## src/rtl/core/zph_pkg.sv

```systemverilog
// ---------------------------------------------------------------------------
// Zobrist position hash package
// Shared constants, item types, state encoding and the key generator step.
// ---------------------------------------------------------------------------
`default_nettype none

package zph_pkg;

    localparam int SQUARES_DEF     = 64;
    localparam int PIECE_KINDS_DEF = 6;
    localparam int FILES_DEF       = 8;
    localparam int CASTLE_BITS_DEF = 4;
    localparam int COLORS          = 2;
    localparam int KEY_W           = 64;

    localparam logic [63:0] GOLDEN_SEED = 64'h9E37_79B9_7F4A_7C15;
    localparam logic [63:0] MIX_MULT    = 64'h2545_F491_4F6C_DD1D;
    localparam logic [31:0] MULT_LO     = MIX_MULT[31:0];
    localparam logic [31:0] MULT_HI     = MIX_MULT[63:32];

    localparam int XS_A = 12;
    localparam int XS_B = 25;
    localparam int XS_C = 27;

    localparam logic CMD_RESEED = 1'b0;
    localparam logic CMD_SQUARE = 1'b1;

    typedef struct packed {
        logic       cmd;
        logic [5:0] square;
        logic       occupied;
        logic       piece_owner;
        logic [2:0] piece_kind;
        logic       last;
        logic       black_to_move;
        logic [3:0] castle_rights;
        logic       ep_valid;
        logic [2:0] ep_file;
    } sq_item_t;

    typedef struct packed {
        logic [KEY_W-1:0] hash;
    } hash_item_t;

    typedef enum logic [1:0] {
        S_IDLE,
        S_FILL,
        S_TAIL,
        S_EMIT
    } ctrl_state_t;

    function automatic logic [63:0] xorshift64(input logic [63:0] x);
        logic [63:0] a;
        logic [63:0] b;
        logic [63:0] c;
        a = x ^ (x >> XS_A);
        b = a ^ (a << XS_B);
        c = b ^ (b >> XS_C);
        return c;
    endfunction

endpackage

`default_nettype wire

```

## src/rtl/core/zph_keygen.sv

```systemverilog
// ---------------------------------------------------------------------------
// Zobrist key generator
// Holds the seed register, steps xorshift64* once a cycle while filling and
// writes each key via a four-stage split 64-bit multiply into the key table.
// ---------------------------------------------------------------------------
`default_nettype none

module zph_keygen
    import zph_pkg::*;
#(
    parameter int TABLE_WORDS = 781,
    parameter int ADDR_W      = $clog2(TABLE_WORDS)
) (
    input  wire logic              clk,
    input  wire logic              rst_n,
    input  wire logic              cfg_we,
    input  wire logic [63:0]       cfg_wdata,
    input  wire logic              fill_start,
    output logic                   fill_done,
    output logic                   wr_en,
    output logic      [ADDR_W-1:0] wr_addr,
    output logic      [KEY_W-1:0]  wr_data
);

    localparam logic [ADDR_W-1:0] LAST_ADDR = ADDR_W'(TABLE_WORDS - 1);

    logic [63:0]       seed_reg;
    logic [63:0]       gen_reg;
    logic              running_reg;
    logic [ADDR_W-1:0] issue_cnt_reg;
    logic [ADDR_W-1:0] wr_cnt_reg;

    logic        v1_reg, v2_reg, v3_reg, v4_reg;
    logic [63:0] x1_reg;
    logic [63:0] p0_2_reg, p0_3_reg, p0_4_reg;
    logic [31:0] xh2_reg, xl2_reg, xl3_reg;
    logic [31:0] p1_3_reg, p1_4_reg, p2_4_reg;

    logic [63:0] gen_step;

    assign gen_step = xorshift64(gen_reg);

    always_ff @(posedge clk or negedge rst_n)
    begin
        if (!rst_n)
        begin
            seed_reg      <= '0;
            gen_reg       <= '0;
            running_reg   <= 1'b0;
            issue_cnt_reg <= '0;
            wr_cnt_reg    <= '0;
            v1_reg        <= 1'b0;
            v2_reg        <= 1'b0;
            v3_reg        <= 1'b0;
            v4_reg        <= 1'b0;
        end
        else
        begin
            if (cfg_we)
            begin
                seed_reg <= cfg_wdata;
            end
            v1_reg <= 1'b0;
            v2_reg <= v1_reg;
            v3_reg <= v2_reg;
            v4_reg <= v3_reg;
            if (fill_start)
            begin
                gen_reg       <= (seed_reg == '0) ? GOLDEN_SEED : seed_reg;
                running_reg   <= 1'b1;
                issue_cnt_reg <= '0;
                wr_cnt_reg    <= '0;
            end
            else if (running_reg)
            begin
                gen_reg       <= gen_step;
                v1_reg        <= 1'b1;
                issue_cnt_reg <= issue_cnt_reg + 1'b1;
                if (issue_cnt_reg == LAST_ADDR)
                begin
                    running_reg <= 1'b0;
                end
            end
            if (v4_reg)
            begin
                wr_cnt_reg <= wr_cnt_reg + 1'b1;
            end
        end
    end

    // split multiply: low 64 bits of x * MIX_MULT
    always_ff @(posedge clk)
    begin
        x1_reg   <= gen_step;
        p0_2_reg <= {32'b0, x1_reg[31:0]} * {32'b0, MULT_LO};
        xh2_reg  <= x1_reg[63:32];
        xl2_reg  <= x1_reg[31:0];
        p1_3_reg <= xh2_reg * MULT_LO;
        p0_3_reg <= p0_2_reg;
        xl3_reg  <= xl2_reg;
        p2_4_reg <= xl3_reg * MULT_HI;
        p1_4_reg <= p1_3_reg;
        p0_4_reg <= p0_3_reg;
    end

    assign wr_en     = v4_reg;
    assign wr_addr   = wr_cnt_reg;
    assign wr_data   = {p0_4_reg[63:32] + p1_4_reg + p2_4_reg, p0_4_reg[31:0]};
    assign fill_done = v4_reg && (wr_cnt_reg == LAST_ADDR);

endmodule

`default_nettype wire

```

## config.mk

```make
export PLATFORM = sky130hd
export DESIGN_NAME = zph_keygen
export DESIGN_NICKNAME = d
export VERILOG_FILES = /design/src/rtl/core/zph_pkg.sv /design/src/rtl/core/zph_keygen.sv
export SDC_FILE = /design/constraint.sdc
export NUM_CORES = 2
export LEC_CHECK = 0
export BUFFER_PORTS_ARGS = -buffer_cell sky130_fd_sc_hd__buf_2
export CAP_MARGIN = 5
export CORE_MARGIN = 5
export CORE_UTILIZATION = 45
export CTS_CLUSTER_SIZE = 16
export DETAILED_ROUTE_END_ITERATION = 16
export GPL_TIMING_DRIVEN = 0
export SYNTH_ARGS = -nofsm -noshare
export SYNTH_HDL_FRONTEND = slang
export SYNTH_SLANG_ARGS = --single-unit
```

## constraint.sdc

```tcl
create_clock -name clk -period 14.9 [get_ports clk]
set_clock_uncertainty 0.1 [all_clocks]
set_input_delay 1.49 -clock clk [delete_from_list [all_inputs] [get_ports clk]]
set_output_delay 1.49 -clock clk [all_outputs]
set_load 0.005 [all_outputs]
```

-- After elaboration in Yosys (flattened, before gate mapping)
Cells that the tools add are included.
- register bits: 598
- bits of input ports: 68
- output and inout bits: 76
- word-level logic and storage cells: 47
- add/subtract/negate cells: 4
- multipliers: 3
- equality and inequality tests: 2
- muxes and demuxes: 12
- bitwise logic cells: 3
- reductions and logical operators: 4
- operators by type and width (kind ; count):
    64-bit 2-to-1 mux ; 3
    64-bit logical NOT ; 1
    64-bit by 37-bit bitwise XOR with 64-bit output ; 1
    64-bit by 52-bit bitwise XOR with 64-bit output ; 1
    64-bit bitwise XOR ; 1
    32-bit by 31-bit multiplier with 63-bit output (second input constant) ; 1
    10-bit 2-to-1 mux ; 4
    31-bit by 32-bit adder with 32-bit output ; 1
    32-bit adder ; 1
    32-bit by 30-bit multiplier with 32-bit output (second input constant) ; 1
    32-bit by 31-bit multiplier with 32-bit output (second input constant) ; 1
    10-bit by 1-bit adder with 10-bit output (second input constant) ; 2
    10-bit == test (second input constant) ; 2
    1-bit 2-to-1 mux ; 5
    2-bit nonzero test ; 2
    1-bit logical AND ; 1

-- Longest topological paths before layout
- word-level depth: 5
- gate-level depth with buffers: 25
- mapped depth without buffers: 25

-- Least setup slack after synthesis
No wires, ideal clock.
- path type: register to register
- start point: reg x1_reg[16]
- end point: reg p0_2_reg[62]
- setup time: 0.128 ns
- arrival time: 7.012 ns
- data required time: 14.672 ns
- slack: 7.660 ns
- cell stages (with the launch flop): 23
- buffers on the path: 0
- period minus slack after synthesis: 7.240 ns
- cell sequence: dfxtp_1 > inv_1 > fa_1 > inv_1 > fa_1 > inv_1 > fa_1 > fa_1 > inv_1 > fa_1 > fa_1 > fa_1 > fa_1 > ha_1 > nand4_2 > or2_1 > or4_1 > o221ai_2 > o2111a_1 > o211ai_1 > a21oi_2 > mux2i_1 > nand4_1
- cells in the longest elaborated chain, start to end: 1
- ends and longest elaborated chain (what ; RTL line ; RTL):
    start, declared ; zph_keygen.sv:34 ; logic [63:0] x1_reg;
    start signal, assigned ; zph_keygen.sv:94 ; x1_reg <= gen_step;
    32-bit by 31-bit multiplier with 63-bit output ; zph_keygen.sv:95 ; p0_2_reg <= {32'b0, x1_reg[31:0]} * {32'b0, MULT_LO};
    end signal, assigned ; zph_keygen.sv:95 ;
    end, declared ; zph_keygen.sv:35 ; logic [63:0] p0_2_reg, p0_3_reg, p0_4_reg;
No other way between the ends.
A chain may end at the register's enable or synchronous reset.

-- Final worst setup path
- start point: reg x1_reg[20]
- end point: reg p0_2_reg[59]
Same word-level chain as after synthesis.

==> flow_metrics.py <==
metrics = {
    "final_layout": {
        "n_fill_cell": 11000,
        "syn2layout_area_growth_pct": 9.51,
        "layout.nets": 6892,
        "multi_input_area_mm2": 0.0358,
        "final_layout_size_suffix_gt1_frac": 0.0687,
        "regArea_mm2": 0.0126,
    },
    "routing": {
        "drt-pass1-iter-count": 5,
        "drt-wirelength-per-cell_um": 19.5,
        "drcViolationCount": 0,
        "wirelength_um": 134000,
        "via_count": 33900,
        "ant_nets": 0,
        "drtIter0Drc": 1831,
        "via_per_inst": 4.92,
    },
    "floorplan": {
        "die_y_um": 356,
        "io_pins": 144,
        "core_mm2": 0.119,
        "die_w_um": 356,
        "initial_core_util": 0.451,
        "row_count": 127,
        "dieArea_mm2": 0.127,
    },
    "sta": {
        "finalHoldViolations": 0,
        "period_share": 0.613,
        "fin_setup_tns_ps": 0,
        "slew_violations": 0,
        "slew_headroom": 0.179,
        "tightest_slew_ps": 1220,
        "min_period_ps": 9130,
        "rsz0062_at_grt": "no",
        "fmax_mhz": 109,
        "setup_violations": 0,
    },
    "synthesis": {
        "synth_ff_type": "dfxtp_1",
        "synth_warnings": 0,
        "synth_cell_types": 80,
        "synth_seq_cells": 592,
        "syn_avg_cell_area_um2": 10.8,
        "yosys.area.top_type": "fa_1",
        "syn_inst": 5001,
        "synthTopCellsByArea": "fa_1 (32%), ha_1 (18%), dfxtp_1 (16%), inv_1 (9.2%), dfrtp_1 (7.1%)",
        "yosysMostFrequentCell": "inv_1",
        "synth_commonest_cells": "inv_1 (1322), fa_1 (853), ha_1 (757), dfxtp_1 (439), xnor2_1 (240)",
        "synth_edf_count": 0,
        "synthArstFlopShare": 0.258,
        "syn_nets": 6679,
        "ys_seq_area_frac": 0.234,
        "synthesis.area_mm2": 0.0539,
        "yosysTopAreaCellShare": 0.317,
    },
    "global_routing": {
        "antenna_found_initial": 6,
        "gr-usage-all-layers": 0.218,
        "grt_pass1_vias": 36200,
        "grt_max_degree": 111,
        "grt_overflow_total": 0,
        "grt_pass1_wl_um": 212000,
    },
    "critical_path": {
        "worstSetupPathType": "reg -> reg",
        "arrival_ps": 9540,
        "critPathLaunchType": "flip-flop",
        "crit_path_end_kind": "flip-flop",
        "crit_fanout": 11,
        "worstPathRequired_ps": 15300,
    },
    "clocking": {
        "post_cts_resized": 0,
        "cts_hold_buf": 0,
        "cts_buffer_depth": 3,
        "cts.clk_slew.worst_paths_ps": 60,
        "clock_latency_ps": 630,
        "cts_made_buffers": 67,
        "clock_sinks": 592,
        "cts_setup_buffers": 0,
        "htreeDepth": 3,
        "cts_tree": "done",
        "cts_root_buffer": "clkbuf_16",
    },
    "place": {
        "post-dp-hpwl_um": 113000,
        "io_buffer_count": 142,
        "place_congestion": 0.952,
    },
    "min_path": {
        "hold_class": "reg -> reg",
    },
    "flow_run": {
        "drv_cap": 0,
    },
    "run_status": {
        "outcome": "completed",
    },
}
[routing by layer]
layer,up-vias,part of all wire,global-route usage
met5,-,0.00025,0
met4,6,0.021,0.0467
met3,153,0.050,0.0299
met2,816,0.46,0.355
met1,17000,0.46,0.312
li1,15900,-,-
[worst paths after layout]
path | start | end | slack (ps) | depth (start not counted)
max in group asynchronous | rst_n | seed_reg[12]$_DFFE_PN0P_ | 13160 | 2
setup reg to reg | x1_reg[20]$_DFF_P_ | p0_2_reg[59]$_DFF_P_ | 5770 | 22
hold / removal | p0_2_reg[47]$_DFF_P_ | p0_3_reg[47]$_DFF_P_ | 190 | 0
hold reg to reg | p0_2_reg[47]$_DFF_P_ | p0_3_reg[47]$_DFF_P_ | 190 | 0
min in group asynchronous | rst_n | wr_addr[1]$_DFFE_PN0P_ | 640 | 1
setup / recovery | x1_reg[20]$_DFF_P_ | p0_2_reg[59]$_DFF_P_ | 5770 | 22
[metrics by stage]
stage	utilization	setup WS [ps]	hold slack [ps]	cell area, µm²	std cells
after floorplan	-	7660	210	53900	5001
after global placement	0.474	5720	211	56600	6755
after detailed placement	0.474	5780	212	56600	6756
after CTS	0.494	5750	183	59000	6877
after global routing	0.494	5410	182	59000	6879
final	0.494	5770	195	59000	6879
[kinds of logic (layout without fill, tap and decap cells)]
| kind of cell | after synthesis | count (layout) | share of synthesized area |
|---|---|---|---|
| adders and majority gates | 1610 | 1610 | 0.493 |
| buffers and inverters | 1412 | 1677 | 0.101 |
| DFF | 592 | 592 | 0.234 |
| and+or+nand+nor | 509 | 509 | 0.0452 |
| AOI/OAI and AO/OA | 476 | 476 | 0.0587 |
| xor gates and xnor gates | 338 | 338 | 0.0550 |
| muxes | 64 | 64 | 0.0131 |
| other | 0 | 1 | 0 |
[cell type report]
class / instances / share of cell area
antenna: 1 / 0.0000424
buffer: 89 / 0.00777
clock buffer: 82 / 0.0310
clock inverter: 39 / 0.00885
inverter: 1323 / 0.0842
multi-input combinational: 2997 / 0.607
sequential: 592 / 0.214
tap: 1612 / 0.0342
timing repair buffer: 144 / 0.0128
[cell usage in the layout (no fill, tap or decap), types with 98 or more instances in the layout]
cell type,n
inv_1,1322
fa_1,853
ha_1,757
dfxtp_1,439
xnor2_1,240
nor2_1,179
dfrtp_1,153
buf_2,144
a21oi_1,115
nand2_1,107
xor2_1,98
[critical path, stage by stage (launching register included)]
cell	delay [ps]
dfxtp_1	970
inv_1	310
fa_1	580
inv_1	60
fa_1	490
inv_1	90
fa_1	520
fa_1	530
inv_1	60
fa_1	560
fa_1	470
fa_1	530
fa_1	430
ha_1	280
clkbuf_1	320
nand3_1	350
nor2_1	530
nand2_1	160
o211ai_1	680
o2111ai_1	230
nand3_1	160
o21ai_1	160
o311ai_0	420
Power is left out: the tool's default activity adds up to more than one toggle a clock period on the data nets, which glitch-free logic cannot reach.
